### config.mk
export PLATFORM = sky130hd
export DESIGN_NAME = tftp_read_sender_flat
export DESIGN_NICKNAME = d
export VERILOG_FILES = /design/src/hw/rtl/trs_pkg.sv /design/src/hw/rtl/trs_ifs.sv /design/src/hw/rtl/tftp_read_sender.sv /design/src/hw/rtl/trs_in_reg.sv /design/src/hw/rtl/trs_core.sv /design/src/flat_wrapper.sv
export VERILOG_INCLUDE_DIRS = /design/src /design/src/hw/rtl
export SDC_FILE = /design/constraint.sdc
export NUM_CORES = 1
export LEC_CHECK = 0
export BUFFER_PORTS_ARGS = -buffer_cell sky130_fd_sc_hd__buf_2
export CAP_MARGIN = 20
export CORE_ASPECT_RATIO = 0.9
export CORE_UTILIZATION = 63
export CTS_BUF_LIST = sky130_fd_sc_hd__clkbuf_4 sky130_fd_sc_hd__clkbuf_8
export CTS_CLUSTER_SIZE = 40
export DETAILED_ROUTE_END_ITERATION = 10
export HOLD_SLACK_MARGIN = 0.05
export PLACE_DENSITY = 0.88
export SLEW_MARGIN = 20
export SYNTH_ARGS = -nofsm -noshare
export SYNTH_HDL_FRONTEND = slang
export SYNTH_SLANG_ARGS = --single-unit
### constraint.sdc
create_clock -name clk -period 4.2 [get_ports clk]
set_input_delay 0 -clock clk [delete_from_list [all_inputs] [get_ports clk]]
set_output_delay 0 -clock clk [all_outputs]
set_load 0.01 [all_outputs]
### src/hw/rtl/tftp_read_sender_macros.svh
// Assertion macros shared by the read sender RTL.
// Expects clk and rst (synchronous, active high) in the including module.
`ifndef TFTP_READ_SENDER_MACROS_SVH
`define TFTP_READ_SENDER_MACROS_SVH

// checked only outside reset
`define TRS_ASSERT(lbl, prop, msg) \
  lbl: assert property (@(posedge clk) disable iff (rst) prop) else $error(msg);

// checked at every edge, reset included
`define TRS_ASSERT_ALWAYS(lbl, prop, msg) \
  lbl: assert property (@(posedge clk) prop) else $error(msg);

`endif

### src/hw/rtl/trs_pkg.sv
// Types, codes and constants of the TFTP read sender.
// No dependencies; used by the interfaces and all RTL modules.
`default_nettype none

package trs_pkg;

  localparam int FUNC_W  = 3;
  localparam int ACT_W   = 3;
  localparam int LEN_W   = 10;
  localparam int BLK_W   = 16;
  localparam int OPC_W   = 16;
  localparam int LIMIT_W = 4;

  localparam logic [LIMIT_W-1:0] LIMIT_RESET = 4'd9;
  localparam logic [LEN_W-1:0]   BLOCK_BYTES = 10'd512;

  localparam logic [OPC_W-1:0] OPC_ACK   = 16'd4;
  localparam logic [OPC_W-1:0] OPC_ERROR = 16'd5;

  typedef enum logic [FUNC_W-1:0] {
    FN_START   = 3'd0,
    FN_CHUNK   = 3'd1,
    FN_REPLY   = 3'd2,
    FN_TIMEOUT = 3'd3,
    FN_FAIL    = 3'd4
  } func_t;

  typedef enum logic [ACT_W-1:0] {
    ACT_WAIT      = 3'd0,
    ACT_NOT_FOUND = 3'd1,
    ACT_FETCH     = 3'd2,
    ACT_SEND      = 3'd3,
    ACT_COMPLETE  = 3'd4,
    ACT_ABORT     = 3'd5
  } action_t;

  typedef enum logic [2:0] {
    PH_IDLE  = 3'b001,
    PH_FETCH = 3'b010,
    PH_WAIT  = 3'b100
  } phase_t;

  typedef struct packed {
    logic [FUNC_W-1:0] func;
    logic              file_ok;
    logic [LEN_W-1:0]  chunk_length;
    logic [OPC_W-1:0]  reply_opcode;
    logic [BLK_W-1:0]  reply_block;
  } in_item_t;

  typedef struct packed {
    action_t          action;
    logic [BLK_W-1:0] out_block;
    logic [LEN_W-1:0] out_length;
  } out_item_t;

  // input register status: valid toward the core and result register, ready toward the event source
  typedef struct packed {
    logic valid;
    logic ready;
  } stage_ctl_t;

endpackage

`default_nettype wire

### src/hw/rtl/trs_ifs.sv
// Channel interfaces of the TFTP read sender: events, results, configuration.
// Depends on trs_pkg.
`default_nettype none

interface trs_item_if;
  logic                      valid;
  logic                      ready;
  logic [trs_pkg::FUNC_W-1:0] func;
  logic                      file_ok;
  logic [trs_pkg::LEN_W-1:0] chunk_length;
  logic [trs_pkg::OPC_W-1:0] reply_opcode;
  logic [trs_pkg::BLK_W-1:0] reply_block;

  modport source (output valid, func, file_ok, chunk_length, reply_opcode, reply_block,
                  input ready);
  modport sink (input valid, func, file_ok, chunk_length, reply_opcode, reply_block,
                output ready);
endinterface

interface trs_result_if;
  logic                      valid;
  logic                      ready;
  logic [trs_pkg::ACT_W-1:0] action;
  logic [trs_pkg::BLK_W-1:0] out_block;
  logic [trs_pkg::LEN_W-1:0] out_length;

  modport source (output valid, action, out_block, out_length, input ready);
  modport sink (input valid, action, out_block, out_length, output ready);
endinterface

interface trs_cfg_if;
  logic                        valid;
  logic                        ready;
  logic [trs_pkg::LIMIT_W-1:0] data;

  modport source (output valid, data, input ready);
  modport sink (input valid, data, output ready);
endinterface

`default_nettype wire

### src/hw/rtl/tftp_read_sender.sv
// Path from event accept to result valid: input register, then result register.
// Throughput: one event item per cycle while rsp.ready is high; on a result stall the
// input register takes one more item, after which req.ready follows rsp.ready.
// The per-event decision is one short combinational pass inside trs_core.
// Reset (rst, synchronous, active high): session idle, block state zero,
// send_limit 9, both registers empty. Config port is always ready.
`default_nettype none

`include "tftp_read_sender_macros.svh"

module tftp_read_sender (
  input wire logic    clk,
  input wire logic    rst,
  trs_item_if.sink    req,
  trs_result_if.source rsp,
  trs_cfg_if.sink     cfg
);

  trs_pkg::in_item_t   in_item;
  trs_pkg::in_item_t   s1_item;
  trs_pkg::stage_ctl_t s1_ctl;
  trs_pkg::out_item_t  result;
  trs_pkg::out_item_t  out_item;
  logic                out_valid;
  logic                advance;
  logic                step;

  assign in_item.func         = req.func;
  assign in_item.file_ok      = req.file_ok;
  assign in_item.chunk_length = req.chunk_length;
  assign in_item.reply_opcode = req.reply_opcode;
  assign in_item.reply_block  = req.reply_block;
  assign req.ready            = s1_ctl.ready;
  assign cfg.ready            = 1'b1;

  // result register is free or being emptied this cycle
  assign advance = !out_valid || rsp.ready;
  assign step    = s1_ctl.valid && advance;

  trs_in_reg u_in_reg (
    .clk      (clk),
    .rst      (rst),
    .in_valid (req.valid),
    .in_item  (in_item),
    .advance  (advance),
    .ctl      (s1_ctl),
    .item     (s1_item)
  );

  trs_core u_core (
    .clk      (clk),
    .rst      (rst),
    .cfg_we   (cfg.valid),
    .cfg_data (cfg.data),
    .step     (step),
    .item     (s1_item),
    .result   (result)
  );

  always_ff @(posedge clk) begin
    if (rst) begin
      out_valid <= 1'b0;
    end else if (advance) begin
      out_valid <= s1_ctl.valid;
    end
  end

  always_ff @(posedge clk) begin
    if (step) begin
      out_item <= result;
    end
  end

  assign rsp.valid      = out_valid;
  assign rsp.action     = out_item.action;
  assign rsp.out_block  = out_item.out_block;
  assign rsp.out_length = out_item.out_length;

  `TRS_ASSERT(a_nonsend_zero, out_valid && out_item.action != trs_pkg::ACT_SEND |->
              out_item.out_block == '0 && out_item.out_length == '0,
              "non-data item carries block fields")
  `TRS_ASSERT(a_send_len, out_valid && out_item.action == trs_pkg::ACT_SEND |->
              out_item.out_length <= trs_pkg::BLOCK_BYTES, "data item too long")
  `TRS_ASSERT(a_step_fills_out, step |=> out_valid, "item stepped but no result")

endmodule

`default_nettype wire

### src/hw/rtl/trs_in_reg.sv
// Input register of the read sender: holds one event item until the core takes it.
// Depends on trs_pkg.
`default_nettype none

`include "tftp_read_sender_macros.svh"

module trs_in_reg (
  input  wire logic              clk,
  input  wire logic              rst,
  input  wire logic              in_valid,
  input  wire trs_pkg::in_item_t in_item,
  input  wire logic              advance,
  output trs_pkg::stage_ctl_t    ctl,
  output trs_pkg::in_item_t      item
);

  logic valid;
  logic load;

  assign ctl.ready = !valid || advance;
  assign ctl.valid = valid;
  assign load      = in_valid && ctl.ready;

  always_ff @(posedge clk) begin
    if (rst) begin
      valid <= 1'b0;
    end else if (ctl.ready) begin
      valid <= in_valid;
    end
  end

  always_ff @(posedge clk) begin
    if (load) begin
      item <= in_item;
    end
  end

  // a held item must not be overwritten while the core is stalled
  `TRS_ASSERT(a_hold_on_stall, valid && !advance |=> valid && $stable(item),
              "input register lost a stalled item")
  `TRS_ASSERT(a_no_ready_when_full, valid && !advance |-> !ctl.ready,
              "input register ready while full and stalled")
  `TRS_ASSERT_ALWAYS(a_empty_after_reset, rst |=> !valid,
                     "input register valid right after reset")

endmodule

`default_nettype wire

### src/hw/rtl/trs_core.sv
// Session state and per-event decision logic of the read sender.
// Depends on trs_pkg; holds the send_limit register and the session state.
`default_nettype none

`include "tftp_read_sender_macros.svh"

module trs_core (
  input  wire logic                        clk,
  input  wire logic                        rst,
  input  wire logic                        cfg_we,
  input  wire logic [trs_pkg::LIMIT_W-1:0] cfg_data,
  input  wire logic                        step,
  input  wire trs_pkg::in_item_t           item,
  output trs_pkg::out_item_t               result
);

  logic [trs_pkg::LIMIT_W-1:0] send_limit;
  trs_pkg::phase_t             phase;
  trs_pkg::phase_t             phase_next;
  logic [trs_pkg::BLK_W-1:0]   block_number;
  logic [trs_pkg::BLK_W-1:0]   block_number_next;
  logic [trs_pkg::LEN_W-1:0]   block_length;
  logic [trs_pkg::LEN_W-1:0]   block_length_next;
  logic [trs_pkg::LIMIT_W-1:0] sends_left;
  logic [trs_pkg::LIMIT_W-1:0] sends_left_next;

  always_comb begin
    phase_next        = phase;
    block_number_next = block_number;
    block_length_next = block_length;
    sends_left_next   = sends_left;
    result.action     = trs_pkg::ACT_WAIT;
    result.out_block  = '0;
    result.out_length = '0;
    case (trs_pkg::func_t'(item.func))
      trs_pkg::FN_START: begin
        block_number_next = '0;
        block_length_next = '0;
        sends_left_next   = '0;
        if (item.file_ok) begin
          phase_next    = trs_pkg::PH_FETCH;
          result.action = trs_pkg::ACT_FETCH;
        end else begin
          phase_next    = trs_pkg::PH_IDLE;
          result.action = trs_pkg::ACT_NOT_FOUND;
        end
      end
      trs_pkg::FN_CHUNK: begin
        if (phase == trs_pkg::PH_FETCH) begin
          block_number_next = block_number + 1'b1;
          block_length_next = (item.chunk_length > trs_pkg::BLOCK_BYTES) ?
                              trs_pkg::BLOCK_BYTES : item.chunk_length;
          // a zero limit still allows the first transmission
          sends_left_next   = (send_limit == '0) ? '0 : send_limit - 1'b1;
          phase_next        = trs_pkg::PH_WAIT;
          result.action     = trs_pkg::ACT_SEND;
          result.out_block  = block_number_next;
          result.out_length = block_length_next;
        end
      end
      trs_pkg::FN_REPLY: begin
        if (phase == trs_pkg::PH_WAIT) begin
          if (item.reply_opcode == trs_pkg::OPC_ACK) begin
            if (item.reply_block == block_number) begin
              if (block_length < trs_pkg::BLOCK_BYTES) begin
                phase_next    = trs_pkg::PH_IDLE;
                result.action = trs_pkg::ACT_COMPLETE;
              end else begin
                phase_next    = trs_pkg::PH_FETCH;
                result.action = trs_pkg::ACT_FETCH;
              end
            end
          end else if (item.reply_opcode != trs_pkg::OPC_ERROR) begin
            phase_next    = trs_pkg::PH_IDLE;
            result.action = trs_pkg::ACT_ABORT;
          end
        end
      end
      trs_pkg::FN_TIMEOUT: begin
        if (phase == trs_pkg::PH_WAIT) begin
          if (sends_left != '0) begin
            sends_left_next   = sends_left - 1'b1;
            result.action     = trs_pkg::ACT_SEND;
            result.out_block  = block_number;
            result.out_length = block_length;
          end else begin
            phase_next    = trs_pkg::PH_IDLE;
            result.action = trs_pkg::ACT_ABORT;
          end
        end
      end
      trs_pkg::FN_FAIL: begin
        if (phase != trs_pkg::PH_IDLE) begin
          phase_next    = trs_pkg::PH_IDLE;
          result.action = trs_pkg::ACT_ABORT;
        end
      end
      default: begin
      end
    endcase
  end

  always_ff @(posedge clk) begin
    if (rst) begin
      send_limit   <= trs_pkg::LIMIT_RESET;
      phase        <= trs_pkg::PH_IDLE;
      block_number <= '0;
      block_length <= '0;
      sends_left   <= '0;
    end else begin
      if (cfg_we) begin
        send_limit <= cfg_data;
      end
      if (step) begin
        phase        <= phase_next;
        block_number <= block_number_next;
        block_length <= block_length_next;
        sends_left   <= sends_left_next;
      end
    end
  end

  `TRS_ASSERT(a_send_enters_wait, step && result.action == trs_pkg::ACT_SEND |=>
              phase == trs_pkg::PH_WAIT, "data sent but not waiting for reply")
  `TRS_ASSERT(a_len_bounded, block_length <= trs_pkg::BLOCK_BYTES,
              "block length above block size")
  `TRS_ASSERT(a_idle_holds, !step |=> $stable(phase) && $stable(block_number)
              && $stable(sends_left), "session state moved without an item")

endmodule

`default_nettype wire
### src/flat_wrapper.sv
// flat-port wrapper written by rule: the top's interface ports become plain ports
module tftp_read_sender_flat 
  (clk, rst, req_valid, req_func, req_file_ok, req_chunk_length, req_reply_opcode, req_reply_block, req_ready, rsp_valid, rsp_action, rsp_out_block, rsp_out_length, rsp_ready, cfg_valid, cfg_data, cfg_ready);
  trs_item_if req_i ();
  trs_result_if rsp_i ();
  trs_cfg_if cfg_i ();
  input wire logic clk;
  input wire logic rst;
  input wire logic [$bits(req_i.valid)-1:0] req_valid;
  input wire logic [$bits(req_i.func)-1:0] req_func;
  input wire logic [$bits(req_i.file_ok)-1:0] req_file_ok;
  input wire logic [$bits(req_i.chunk_length)-1:0] req_chunk_length;
  input wire logic [$bits(req_i.reply_opcode)-1:0] req_reply_opcode;
  input wire logic [$bits(req_i.reply_block)-1:0] req_reply_block;
  output wire logic [$bits(req_i.ready)-1:0] req_ready;
  output wire logic [$bits(rsp_i.valid)-1:0] rsp_valid;
  output wire logic [$bits(rsp_i.action)-1:0] rsp_action;
  output wire logic [$bits(rsp_i.out_block)-1:0] rsp_out_block;
  output wire logic [$bits(rsp_i.out_length)-1:0] rsp_out_length;
  input wire logic [$bits(rsp_i.ready)-1:0] rsp_ready;
  input wire logic [$bits(cfg_i.valid)-1:0] cfg_valid;
  input wire logic [$bits(cfg_i.data)-1:0] cfg_data;
  output wire logic [$bits(cfg_i.ready)-1:0] cfg_ready;
  assign req_i.valid = req_valid;
  assign req_i.func = req_func;
  assign req_i.file_ok = req_file_ok;
  assign req_i.chunk_length = req_chunk_length;
  assign req_i.reply_opcode = req_reply_opcode;
  assign req_i.reply_block = req_reply_block;
  assign req_ready = req_i.ready;
  assign rsp_valid = rsp_i.valid;
  assign rsp_action = rsp_i.action;
  assign rsp_out_block = rsp_i.out_block;
  assign rsp_out_length = rsp_i.out_length;
  assign rsp_i.ready = rsp_ready;
  assign cfg_i.valid = cfg_valid;
  assign cfg_i.data = cfg_data;
  assign cfg_ready = cfg_i.ready;
  tftp_read_sender u_core (.clk(clk), .rst(rst), .req(req_i), .rsp(rsp_i), .cfg(cfg_i));
endmodule
==> results.json <==
{
  "status": "complete, but fails checks",
  "violations": "DRC",
  "drt_iter0_markers": 387,
  "worstSkewPairLatency_ps": 430,
  "grt_max_degree": 47,
  "fin_crit_ps": 2810,
  "synth_flop_cell": "edfxtp_1",
  "synth_top_family_by_area": "simple AND/OR/NAND/NOR gates",
  "arrival_ps": 3160,
  "synthXorXnorAreaFrac": 0.0286,
  "r2r-start": "u_core.u_in_reg.item[43]",
  "antenna_cells": 0,
  "cts_tree": "built",
  "worstSetupStartpointType": "flop",
  "die-area_um2": 8640,
  "vdd_ir_drop_max_uv": 282,
  "syn_avg_cell_area_um2": 10.9,
  "cp_num_buf_inv": 1,
  "cp.required_ps": 4550,
  "hold_buffers": 58,
  "fin_ws_ps": 1390,
  "r2r_slack_ps": 1390,
  "path_cells": "nor3b_2 -> nand2_1 -> buf_4 -> a21oi_2 -> and2_1 -> a22oi_1 -> nor2_1",
  "synth_edf_count": 75,
  "num_rows": 31,
  "hold_slack_ps": 132,
  "die_h_um": 88.3,
  "muxShareOfSynthArea": 0.0115,
  "gp_congestion": 0.925,
  "async_reset_ff_frac": 0,
  "dr.pass1.iters": 9,
  "syn_inst": 480,
  "use_met3": 0.0774,
  "power.density_nw_per_um2": 372,
  "slowest_delay_ps": 760,
  "post_drt_wl_per_cell_um": 17.9,
  "path_class": "flop to flop",
  "dp.cells": 637,
  "ys_warn_count": 0,
  "viasPerCell": 6.08,
  "worstSetupEndpointType": "flop",
  "worstSetupEndpoint": "u_core.u_core.block_length[0]",
  "cts_setup_buffers": 0,
  "fin_area_um2": 6610,
  "ys_ff_latch": 114,
  "area_delta_synth_final_pct": 26.9,
  "relSlewSlack": 0.307,
  "grt_busiest_layer": "met2",
  "cts_root_buffer": "clkbuf_8",
  "n_fill_cell": 476,
  "synth_compound_area_frac": 0.155,
  "grt_pass1_wl_um": 20700,
  "crit_slowest_cell": "edfxtp_1",
  "setup_tns_ps": 0,
  "layout_common_cells": "buf_2, edfxtp_1, dlygate4sd3_1, nor2_1, dfxtp_1",
  "nets": 675,
  "place_area_um2": 5640,
  "reg2reg_to": "u_core.u_core.block_length[0]",
  "place_hpwl_um": 7330,
  "via_count": 4419,
  "layoutNonFillerInstCount": 727,
  "cts-buffers-inserted": 17,
  "worstMarginPinSlew_ps": 1040,
  "cp-startpoint": "u_core.u_in_reg.item[43]",
  "die_w_um": 97.9,
  "skew_ps": 12.7,
  "hp-class": "primary input to flop",
  "portBuffers": 85,
  "hold_viol": 0,
  "slew_viol_final": 0,
  "route.detailed.drc": 6,
  "ant_nets": 0,
  "syn_area_um2": 5210,
  "grt_usage": 0.315,
  "holdPathStages": 2,
  "cts_num_sinks": 114,
  "max_clock_freq_mhz": 356,
  "grt.met1_usage": 0.387,
  "cts.clk_slew.worst_paths_ps": 80,
  "cp.depth": 7,
  "synth_fa_ha_area_frac": 0.0139,
  "critPathMaxFanout": 25,
  "antenna_found_initial": 0,
  "cap_violations": 0,
  "initial_utilization": 0.649,
  "leakage_nw": 2.39,
  "grt_use_met2": 0.542,
  "cts_resized": 0,
  "fin_crit_sh": 0.668,
  "io_pins": 87,
  "total_power_mw": 2.46,
  "cts_htree_levels": 4,
  "rsz0062_at_grt": "false",
  "worstRegToRegCells": 7,
  "final_layout_size_suffix_gt1_frac": 0.217,
  "grt_pass1_vias": 4276,
  "clockBufferDepth": 2,
  "core_um2": 8030,
  "final_core_util": 0.824,
  "ys_seq_area_frac": 0.582,
  "hold_path.startpoint": "rst",
  "ys_types": 60,
  "yosys.area_share.simple": 0.171,
  "grt-ovfl-total": 0,
  "wl_um": 13000,
  "path_delay_family": "simple AND/OR/NAND/NOR gates",
  "syn_nets": 540,
  "place_ws_ps": 1620,
  "setup_viol": 0,
  "final_common_cell": "buf_2"
}
## final cells by class
cell class	instances	area, um^2	share of cell area
Sequential cell	114	3030	0.459
Multi-Input combinational cell	323	1990	0.301
Timing Repair Buffer	146	1030	0.156
Clock buffer	17	234	0.0354
Clock inverter	15	158	0.0238
Tap cell	99	124	0.0187
Inverter	13	48.8	0.00738
## cell usage after synthesis (2+ instances only)
cell      instances  area share
o31ai_1           8       0.012
xnor2_1          16       0.027
nor4_1            9       0.011
dfxtp_1          39        0.15
nor2_1           51       0.037
buf_4             2      0.0029
nor3_1           15       0.014
a22o_1            8       0.013
o21ai_1           7      0.0067
a21o_1            4      0.0058
a31oi_1           4      0.0048
nor2b_1           3      0.0036
or3b_1            2      0.0034
nor3b_2           2      0.0048
a21oi_1          29       0.028
nor3b_1           2      0.0029
nand3b_1          4      0.0058
nor4b_1           2      0.0034
buf_2            14       0.013
o21ai_0          37       0.036
nand2_1          26       0.019
ha_1              5       0.012
inv_1            13      0.0094
nand4_1           7      0.0084
and2_1            4      0.0048
a22oi_1           7       0.010
clkbuf_1         12      0.0086
nand3_1          13       0.012
o221ai_1          2      0.0034
or4_1             3      0.0043
and3_1            9       0.011
edfxtp_1         75        0.43
a22oi_2           3      0.0072
a32o_1            2      0.0038
mux2i_1           6       0.012
or3_1             5      0.0060
nand2b_1          7      0.0084
## layer usage
layer	up-vias	routed length, um
met2	283	6530
met3	35	1170
met5	-	0
met1	2042	5030
li1	2059	-
met4	0	289
## sequential cells by signal, indices dropped and copies added, names as in the netlist
register	cells
u_core.u_in_reg.valid	1
u_core.u_core.phase	3
u_core.rsp.valid	1
u_core.u_core.block_number	16
u_core.rsp.out_length	10
u_core.u_core.block_length	10
u_core.rsp.action	3
u_core.u_in_reg.item	46
u_core.u_core.send_limit	4
u_core.rsp.out_block	16
u_core.u_core.sends_left	4
## how the worst min path moves through the flow
stage	to	slack, ps
6_report	u_core.rsp.valid	130
2_1_floorplan	u_core.u_in_reg.item[0]	100
3_5_place_dp	u_core.u_in_reg.item[1]	180
5_1_grt	u_core.u_core.send_limit[2]	130
3_3_place_gp	u_core.u_in_reg.item[4]	180
4_1_cts	u_core.rsp.valid	110
## power by group
group | internal, mW | total, mW | leakage (nW) | switching (mW)
Clock | 0.531 | 1.02 | 0.189 | 0.489
Sequential | 1.24 | 1.27 | 1.03 | 0.0294
Combinational | 0.0881 | 0.170 | 1.16 | 0.0818
Total | 1.86 | 2.46 | 2.39 | 0.600
## logic make-up after synthesis
kind of cell,Yosys count
compound gates,123
other cells,1
buf+inv,43
mux,6
xor+xnor,17
fa+ha+maj,6
simple gates,170
flops,114
No activity file was read; power rests on OpenSTA's default activity.
